## config.mk

```make
export PLATFORM = sky130hd
export DESIGN_NAME = fifo_with_membership_search
export DESIGN_NICKNAME = d
export VERILOG_FILES = /design/src/hw/rtl/fwms_pkg.sv /design/src/hw/rtl/fwms_ram.sv /design/src/hw/rtl/fifo_with_membership_search.sv
export SDC_FILE = /design/constraint.sdc
export NUM_CORES = 1
export LEC_CHECK = 0
export BUFFER_PORTS_ARGS = -buffer_cell sky130_fd_sc_hd__clkbuf_2
export CELL_PAD_IN_SITES_DETAIL_PLACEMENT = 1
export CELL_PAD_IN_SITES_GLOBAL_PLACEMENT = 1
export CORE_MARGIN = 4
export CORE_UTILIZATION = 49
export DETAILED_ROUTE_END_ITERATION = 16
export GPL_ROUTABILITY_DRIVEN = 0
export GPL_TIMING_DRIVEN = 0
export PLACE_DENSITY = 0.82
export SETUP_SLACK_MARGIN = 0.02
export SYNTH_ARGS = -nofsm -noshare
export SYNTH_HDL_FRONTEND = slang
export SYNTH_SLANG_ARGS = --single-unit
```

## constraint.sdc

```tcl
create_clock -name clk_i -period 5.5 [get_ports clk_i]
set_input_delay 0.275 -clock clk_i [delete_from_list [all_inputs] [get_ports clk_i]]
set_output_delay 0.275 -clock clk_i [all_outputs]
set_load 0.05 [all_outputs]
```

## src/hw/rtl/fwms_pkg.sv

```systemverilog
// ----------------------------------------------------------------------------
// fwms_pkg
// Shared types and constants of the circular queue with membership search.
// ----------------------------------------------------------------------------
package fwms_pkg;

  localparam int unsigned DefaultQueueDepth = 16;
  localparam int unsigned DefaultEntryBytes = 8;

  localparam int unsigned ReqW    = 2;
  localparam int unsigned StatusW = 2;
  localparam int unsigned ValueW  = 64;

  // request codes
  localparam logic [ReqW-1:0] REQ_PUSH   = 2'd0;
  localparam logic [ReqW-1:0] REQ_POP    = 2'd1;
  localparam logic [ReqW-1:0] REQ_SEARCH = 2'd2;

  // result status codes
  localparam logic [StatusW-1:0] STATUS_OK    = 2'd0;
  localparam logic [StatusW-1:0] STATUS_FULL  = 2'd1;
  localparam logic [StatusW-1:0] STATUS_EMPTY = 2'd2;

  typedef enum logic [1:0] {
    ST_IDLE,
    ST_POP_RD,
    ST_SCAN,
    ST_RESULT
  } state_e;

endpackage

```

## src/hw/rtl/fwms_ram.sv

```systemverilog
// ----------------------------------------------------------------------------
// fwms_ram
// Generic single-port synchronous RAM with registered read data.
// ----------------------------------------------------------------------------
module fwms_ram #(
  parameter int unsigned Width = 64,
  parameter int unsigned Depth = 16,
  localparam int unsigned AddrW = (Depth > 1) ? $clog2(Depth) : 1
) (
  input  logic             clk_i,
  input  logic             we_i,
  input  logic [AddrW-1:0] addr_i,
  input  logic [Width-1:0] wdata_i,
  output logic [Width-1:0] rdata_o
);

  logic [Width-1:0] mem_q [Depth];
  logic [Width-1:0] rdata_q;

  always_ff @(posedge clk_i) begin
    if (we_i) begin
      mem_q[addr_i] <= wdata_i;
    end
    rdata_q <= mem_q[addr_i];
  end

  assign rdata_o = rdata_q;

endmodule

```

## src/hw/rtl/fifo_with_membership_search.sv

```systemverilog
// ----------------------------------------------------------------------------
// fifo_with_membership_search
// Circular queue of short string entries with push, pop and membership search.
// ----------------------------------------------------------------------------
// Usage:
//   A request word (req_type_i, entry_value_i) is taken when in_valid_i is
//   high and in_stall_o is low; every request yields exactly one result word
//   (status_o, popped_value_o, found_o) on out_valid_o / out_stall_i.
//   Entries are kept as strings: bytes after the first zero byte, or past
//   EntryBytes bytes, are cleared before storing and comparing.
//   Requests are handled one at a time. Push and rejected requests go straight
//   to the result register; a pop first reads its slot; a search reads at most
//   QueueDepth slots from the head and stops at the first hit. The single RAM
//   port sets the search rate: one slot read per cycle, compared in the next.
//   The result sits in an output register, so a stalled receiver only holds
//   the block once the next result is ready to move there.
//   Reset empties the queue (head, tail, count to zero) and drops any result
//   not yet taken; the slot RAM is not cleared, as only written slots are read.
// ----------------------------------------------------------------------------
module fifo_with_membership_search #(
  parameter int unsigned QueueDepth = fwms_pkg::DefaultQueueDepth,
  parameter int unsigned EntryBytes = fwms_pkg::DefaultEntryBytes
) (
  input  logic                         clk_i,
  input  logic                         rst_ni,
  input  logic                         in_valid_i,
  output logic                         in_stall_o,
  input  logic [fwms_pkg::ReqW-1:0]    req_type_i,
  input  logic [fwms_pkg::ValueW-1:0]  entry_value_i,
  output logic                         out_valid_o,
  input  logic                         out_stall_i,
  output logic [fwms_pkg::StatusW-1:0] status_o,
  output logic [fwms_pkg::ValueW-1:0]  popped_value_o,
  output logic                         found_o
);

  localparam int unsigned EntryW = 8 * EntryBytes;
  localparam int unsigned IdxW   = $clog2(QueueDepth);
  localparam int unsigned CntW   = $clog2(QueueDepth + 1);
  localparam logic [IdxW-1:0] LastIdx = IdxW'(QueueDepth - 1);
  localparam logic [CntW-1:0] FullCnt = CntW'(QueueDepth);

  function automatic logic [IdxW-1:0] next_idx(input logic [IdxW-1:0] idx);
    return (idx == LastIdx) ? '0 : idx + 1'b1;
  endfunction

  fwms_pkg::state_e state_q, state_d;

  logic [IdxW-1:0]   head_q, head_d;
  logic [IdxW-1:0]   tail_q, tail_d;
  logic [CntW-1:0]   count_q, count_d;
  logic [IdxW-1:0]   scan_idx_q, scan_idx_d;
  logic [CntW-1:0]   issued_q, issued_d;
  logic [CntW-1:0]   cmp_q, cmp_d;
  logic              rd_vld_q, rd_vld_d;
  logic [EntryW-1:0] key_q, key_d;

  logic [fwms_pkg::StatusW-1:0] res_status_q, res_status_d;
  logic [fwms_pkg::ValueW-1:0]  res_popped_q, res_popped_d;
  logic                         res_found_q, res_found_d;

  logic                         out_valid_q, out_valid_d;
  logic [fwms_pkg::StatusW-1:0] out_status_q, out_status_d;
  logic [fwms_pkg::ValueW-1:0]  out_popped_q, out_popped_d;
  logic                         out_found_q, out_found_d;

  logic              ram_we;
  logic [IdxW-1:0]   ram_addr;
  logic [EntryW-1:0] ram_wdata;
  logic [EntryW-1:0] ram_rdata;

  logic              in_accept;
  logic              out_free;
  logic              q_full;
  logic              q_empty;
  logic              scan_hit;
  logic              scan_last;
  logic [CntW-1:0]   cmp_next;
  logic [EntryW-1:0] key_norm;
  logic              keep;
  logic [7:0]        byte_val;

  assign in_stall_o = (state_q != fwms_pkg::ST_IDLE);
  assign in_accept  = in_valid_i && !in_stall_o;
  assign out_free   = !out_valid_q || !out_stall_i;
  assign q_full     = (count_q == FullCnt);
  assign q_empty    = (count_q == '0);
  assign cmp_next   = cmp_q + CntW'(1);
  assign scan_hit   = rd_vld_q && (ram_rdata == key_q);
  assign scan_last  = rd_vld_q && (cmp_next == count_q);

  // string semantics: stop at the first zero byte
  always_comb begin
    keep     = 1'b1;
    byte_val = '0;
    key_norm = '0;
    for (int unsigned b = 0; b < EntryBytes; b++) begin
      byte_val = entry_value_i[8*b +: 8];
      if (byte_val == 8'd0) begin
        keep = 1'b0;
      end
      key_norm[8*b +: 8] = keep ? byte_val : 8'd0;
    end
  end

  // next state
  always_comb begin
    state_d = state_q;
    unique case (state_q)
      fwms_pkg::ST_IDLE: begin
        if (in_valid_i) begin
          unique case (req_type_i)
            fwms_pkg::REQ_POP:    state_d = q_empty ? fwms_pkg::ST_RESULT
                                                    : fwms_pkg::ST_POP_RD;
            fwms_pkg::REQ_SEARCH: state_d = q_empty ? fwms_pkg::ST_RESULT
                                                    : fwms_pkg::ST_SCAN;
            default:              state_d = fwms_pkg::ST_RESULT;
          endcase
        end
      end
      fwms_pkg::ST_POP_RD: state_d = fwms_pkg::ST_RESULT;
      fwms_pkg::ST_SCAN: begin
        if (scan_hit || scan_last) begin
          state_d = fwms_pkg::ST_RESULT;
        end
      end
      fwms_pkg::ST_RESULT: begin
        if (out_free) begin
          state_d = fwms_pkg::ST_IDLE;
        end
      end
      default: state_d = fwms_pkg::ST_IDLE;
    endcase
  end

  // datapath and RAM control; only one request is in flight, so a slot is
  // never read and written in the same cycle
  always_comb begin
    head_d       = head_q;
    tail_d       = tail_q;
    count_d      = count_q;
    scan_idx_d   = scan_idx_q;
    issued_d     = issued_q;
    cmp_d        = cmp_q;
    rd_vld_d     = 1'b0;
    key_d        = key_q;
    res_status_d = res_status_q;
    res_popped_d = res_popped_q;
    res_found_d  = res_found_q;
    out_valid_d  = out_valid_q && out_stall_i;
    out_status_d = out_status_q;
    out_popped_d = out_popped_q;
    out_found_d  = out_found_q;
    ram_we       = 1'b0;
    ram_addr     = head_q;
    ram_wdata    = key_norm;

    unique case (state_q)
      fwms_pkg::ST_IDLE: begin
        if (in_accept) begin
          key_d        = key_norm;
          res_status_d = fwms_pkg::STATUS_OK;
          res_popped_d = '0;
          res_found_d  = 1'b0;
          unique case (req_type_i)
            fwms_pkg::REQ_PUSH: begin
              if (q_full) begin
                res_status_d = fwms_pkg::STATUS_FULL;
              end else begin
                ram_we   = 1'b1;
                ram_addr = tail_q;
                tail_d   = next_idx(tail_q);
                count_d  = count_q + CntW'(1);
              end
            end
            fwms_pkg::REQ_POP: begin
              if (q_empty) begin
                res_status_d = fwms_pkg::STATUS_EMPTY;
              end else begin
                ram_addr = head_q;
                head_d   = next_idx(head_q);
                count_d  = count_q - CntW'(1);
              end
            end
            fwms_pkg::REQ_SEARCH: begin
              if (!q_empty) begin
                ram_addr   = head_q;
                scan_idx_d = next_idx(head_q);
                issued_d   = CntW'(1);
                cmp_d      = '0;
                rd_vld_d   = 1'b1;
              end
            end
            default: ;
          endcase
        end
      end
      fwms_pkg::ST_POP_RD: begin
        res_popped_d = fwms_pkg::ValueW'(ram_rdata);
      end
      fwms_pkg::ST_SCAN: begin
        // compare the slot read last cycle while the next one is read
        if (scan_hit) begin
          res_found_d = 1'b1;
        end else if (rd_vld_q) begin
          cmp_d = cmp_next;
        end
        if (issued_q != count_q) begin
          ram_addr   = scan_idx_q;
          scan_idx_d = next_idx(scan_idx_q);
          issued_d   = issued_q + CntW'(1);
          rd_vld_d   = 1'b1;
        end
      end
      fwms_pkg::ST_RESULT: begin
        if (out_free) begin
          out_valid_d  = 1'b1;
          out_status_d = res_status_q;
          out_popped_d = res_popped_q;
          out_found_d  = res_found_q;
        end
      end
      default: ;
    endcase
  end

  always_ff @(posedge clk_i or negedge rst_ni) begin
    if (!rst_ni) begin
      state_q     <= fwms_pkg::ST_IDLE;
      head_q      <= '0;
      tail_q      <= '0;
      count_q     <= '0;
      scan_idx_q  <= '0;
      issued_q    <= '0;
      cmp_q       <= '0;
      rd_vld_q    <= 1'b0;
      out_valid_q <= 1'b0;
    end else begin
      state_q     <= state_d;
      head_q      <= head_d;
      tail_q      <= tail_d;
      count_q     <= count_d;
      scan_idx_q  <= scan_idx_d;
      issued_q    <= issued_d;
      cmp_q       <= cmp_d;
      rd_vld_q    <= rd_vld_d;
      out_valid_q <= out_valid_d;
    end
  end

  always_ff @(posedge clk_i) begin
    key_q        <= key_d;
    res_status_q <= res_status_d;
    res_popped_q <= res_popped_d;
    res_found_q  <= res_found_d;
    out_status_q <= out_status_d;
    out_popped_q <= out_popped_d;
    out_found_q  <= out_found_d;
  end

  fwms_ram #(
    .Width (EntryW),
    .Depth (QueueDepth)
  ) u_slot_ram (
    .clk_i   (clk_i),
    .we_i    (ram_we),
    .addr_i  (ram_addr),
    .wdata_i (ram_wdata),
    .rdata_o (ram_rdata)
  );

  assign out_valid_o    = out_valid_q;
  assign status_o       = out_status_q;
  assign popped_value_o = out_popped_q;
  assign found_o        = out_found_q;

endmodule

```

==> impl.org <==
** Global routing
- The initial antenna violation count was 8.
- Vias in the first global route :: slightly above 30000
- Entering global routing, the biggest net connects between 40 and 50 pins.
- Overall overflow remaining after global route :: 0
- The first global-routing pass estimated about 220 mm of wire.
- Global routing used 29.4% of the available tracks across all layers.

** Setup path
- CP Max Fanout :: 22
- Destination of the worst register-to-register timing path :: u_slot_ram.mem_q[13][36]
- Logic depth of the worst register-to-register path :: 13
- Type of the worst setup path :: reg2reg
- The worst setup path is captured at a flip-flop.
- Flop-to-flop setup slack :: between 100 and 150 ps
- Data on the critical path arrives at its endpoint at around 5800 ps.
- Startpoint kind of the worst setup timing path :: flip-flop
- The worst register-to-register path begins at state_q[0].
- STA puts the critical path data required time at 5900 ps.

** Drt
- Avg Vias per Cell :: approximately 6.5
- Total DRC errors in the routed layout :: 0
- The first detailed-routing pass took 5 iterations.
- The routed layout has slightly below 30000 vias.
- For this block, the initial DRC count from the detailed router was around 4000.
- Antenna violation net count after detailed routing :: 0
- Total wire length after detailed routing :: roughly 160 mm
- Average wire per standard cell :: between 30 and 40 um

** Yosys
- Among all cell types in the netlist, the one instantiated most often is sky130_fd_sc_hd__edfxtp_1.
- The biggest area contributor in the post-synthesis netlist is sky130_fd_sc_hd__edfxtp_1.
- EDFF count, synth :: approximately 1200
- Combined area of all synthesized cells :: between 0.04 and 0.05 mm^2
- After synthesis, the mean cell area works out to 18.1 um^2.
- Count of distinct cell types in the synthesized netlist :: 59
- Counting every net in the synthesized netlist gives approximately 2800.
- In the synthesized netlist, the number of instances is 2745.
- Yosys printed 0 warnings.
- Largest cells by area after synthesis :: sky130_fd_sc_hd__edfxtp_1 (74%), sky130_fd_sc_hd__mux2i_1 (10%), sky130_fd_sc_hd__o22ai_1 (3.2%)
- Number of storage elements in the synthesis netlist :: 1317
- In this run the biggest area consumer among cell types represents between 70% and 80% of the synthesized area.
- Asr flop ratio synth :: around 2.4%
- Most frequent cells after synthesis :: sky130_fd_sc_hd__edfxtp_1 (1222), sky130_fd_sc_hd__mux2i_1 (516), sky130_fd_sc_hd__o22ai_1 (256)
- Sequential elements use 78.0% of the synthesized area.
- Among all flip-flop cells after synthesis, the most frequent one is sky130_fd_sc_hd__edfxtp_1.

** Timing
- Maximum frequency from static timing analysis :: between 150 and 200 MHz
- Max Clock Skew :: 78.6 ps
- Fin. Hold Viols :: 0
- Summed over all failing endpoints, the final setup total negative slack is 0 ps.
- Setup repair after global routing could not meet its margin everywhere.
- Final critical-path required period :: roughly 5400 ps
- # setup viols final :: 0
- Max Transition Viols Final :: 0
- Transition time at the pin with the least slew margin :: about 1200 ps
- In the finished design, the share of the clock period the worst path needs comes to 97.8%.
- The worst pin sits at a relative slew slack of roughly 18%.

** CTS
- CTS tree :: yes
- CTS Buffer Depth :: 3
- Clock transition at the registers of the reported paths :: around 60 ps
- The number of clock buffers added by TritonCTS is roughly 130.
- H-tree levels :: 4
- The later pin in the worst-skew pair is clocked with a latency of a little under 800 ps.
- CTS root buf :: sky130_fd_sc_hd__clkbuf_16
- Counting every sink on the clock net gives ~1300.

** Floorplan
- The die covers about 0.11 mm^2.
- Initial Util :: about half
- Overall die width :: roughly 330 um
- Die Ht :: around 330 um
- During I/O placement, the number of pins put on the boundary was approximately 140.
- Rows :: between 100 and 150
- Core Box Area :: between 0.1 and 0.15 mm^2

** Placement
- During placement, the flow inserted port buffers numbering 138.
- Sum of net half-perimeters after detailed placement :: 99.1 mm

** Power and ir drop
- Pleak :: 0.0193 uW
- For this design the ratio of total power to cell area is 546 mW/mm^2.
- The worst-case IR drop observed on VDD is about 0.45 mV.

** Cells and area
- In the final layout, the share of cells above drive strength 1 is between 10% and 20%.
- Final core utilization :: between 50% and 60%
- At the end of the flow, the number of nets in the layout was 3173.
- Registers take slightly below 0.04 mm^2.
- After filler insertion, the fill cell instance count of the layout stands at roughly 9000.
- Area growth, synth to finish :: 16.2%
- In the final layout, the multi-input gates occupy 0.0104 mm^2.

** Worst hold path
- Hold worst-path end :: tail_q[3]
- Class of the tightest hold or removal check :: in2reg
- Along the worst hold path, the cell count comes to 5.
- The startpoint identified for the worst hold timing path is in_valid_i.

** Job
- The tool flagged a number of max-cap violations equal to 0.

** Run status
- The flow ran to the end, and the final reports show no timing, DRC or antenna violations.
worst max path at each step:
stage	depth (start not counted)	slack (ps)	from	endpoint
after floorplan	11	-440	state_q[0]	u_slot_ram.mem_q[12][0]
after global placement	11	-4450	state_q[0]	u_slot_ram.mem_q[13][46]
after detailed placement	12	-40	count_q[1]	u_slot_ram.mem_q[2][45]
after CTS	13	50	state_q[0]	u_slot_ram.mem_q[5][17]
after global routing	13	0.2	state_q[0]	u_slot_ram.mem_q[13][36]
final	13	120	state_q[0]	u_slot_ram.mem_q[13][36]
logic make-up after synthesis:
family          Yosys count  synth area share, %
simple gates            326                 4.00
fa+ha+maj                17                0.443
compound gates          325                 4.19
mux                     521                 10.5
xor+xnor                 86                 1.52
flops                  1317                 78.0
buf+inv                 153                 1.37
registers in the layout, indices dropped and copies added, names as in the netlist, 4 cells and up:
signal / flops
cmp_q: 5
count_q: 5
head_q: 4
issued_q: 5
key_q: 64
popped_value_o: 64
res_popped_q: 64
scan_idx_q: 4
tail_q: 4
u_slot_ram.mem_q: 1024
u_slot_ram.rdata_o: 64
layout make-up:
cell class,instances,share of cell area (%)
diodes,3,0.0130
plain buffers,139,1.09
clock buffers,178,6.32
clock inverters,65,0.927
inverters,14,0.0953
multi-input cells,1278,18.1
flip-flops and latches,1317,67.1
well taps,1357,2.94
repair buffers,202,3.44
critical path, cell delays in order (launching register included):
cell and delay, ps:
sky130_fd_sc_hd__dfrtp_1 400, sky130_fd_sc_hd__inv_1 130, sky130_fd_sc_hd__ha_1 170, sky130_fd_sc_hd__clkbuf_1 430, sky130_fd_sc_hd__nand2_1 280, sky130_fd_sc_hd__a32o_1 360, sky130_fd_sc_hd__a221o_1 410, sky130_fd_sc_hd__buf_2 310
sky130_fd_sc_hd__buf_2 360, sky130_fd_sc_hd__buf_2 340, sky130_fd_sc_hd__or3_1 650, sky130_fd_sc_hd__nor2_4 710, sky130_fd_sc_hd__buf_16 240, sky130_fd_sc_hd__buf_12 230
through the flow:
stage / hold slack [ps] / cell area (um^2) / total power [uW] / cells / setup slack [ps]
floorplan: -20.6 / 49700 / 18800 / 2745 / -435
global placement: 376 / 52100 / 21800 / 4240 / -4450
detailed placement: 402 / 53400 / 22400 / 4294 / -39.0
CTS: 14.5 / 57700 / 31400 / 4543 / 52.6
global route: 71.3 / 57700 / 32400 / 4550 / 0.193
finish: 93.4 / 57800 / 31500 / 4553 / 120
repair_timing:
action,4_1_cts,5_1_grt
pin swaps,2,1
buffers inserted,2,6
gates resized for setup,0,3
endpoints found under the hold margin,44,0
hold buffers,2,0
gates cloned,2,1
endpoints found under the setup margin,52,171
power by group:
group | switching (uW) | leakage, uW | internal, uW
registers | 592 | 0.0120 | 12200
logic | 6720 | 0.00530 | 3180
clock network | 3870 | 0.00205 | 4980
total | 11200 | 0.0193 | 20300
routing by layer:
metal  share of wire, %  track usage (%)  vias to the layer above  wire length [um]
met3                 11             7.76                      509             16700
met1                 36             36.2                    15055             56500
li1                   -                -                    11637                 -
met5              0.025                0                        -                39
met4                5.6             15.3                        6              8860
met2                 48             48.0                     2164             76800
cells in the final DEF, fill, tap and decap left out, types with 26 or more instances in the layout:
master | Yosys | final
sky130_fd_sc_hd__or4_1 | 65 | 65
sky130_fd_sc_hd__o22ai_1 | 256 | 256
sky130_fd_sc_hd__clkbuf_16 | 0 | 137
sky130_fd_sc_hd__clkinv_1 | 1 | 26
sky130_fd_sc_hd__buf_12 | 0 | 36
sky130_fd_sc_hd__dfxtp_1 | 64 | 64
sky130_fd_sc_hd__clkbuf_1 | 61 | 95
sky130_fd_sc_hd__xnor2_1 | 81 | 81
sky130_fd_sc_hd__dfrtp_1 | 31 | 31
sky130_fd_sc_hd__edfxtp_1 | 1222 | 1222
sky130_fd_sc_hd__and2_1 | 117 | 117
sky130_fd_sc_hd__clkbuf_2 | 0 | 138
sky130_fd_sc_hd__buf_2 | 69 | 70
sky130_fd_sc_hd__nand2_1 | 31 | 31
sky130_fd_sc_hd__mux2i_1 | 516 | 516
Note: power is estimated with default switching activity, not from simulation.
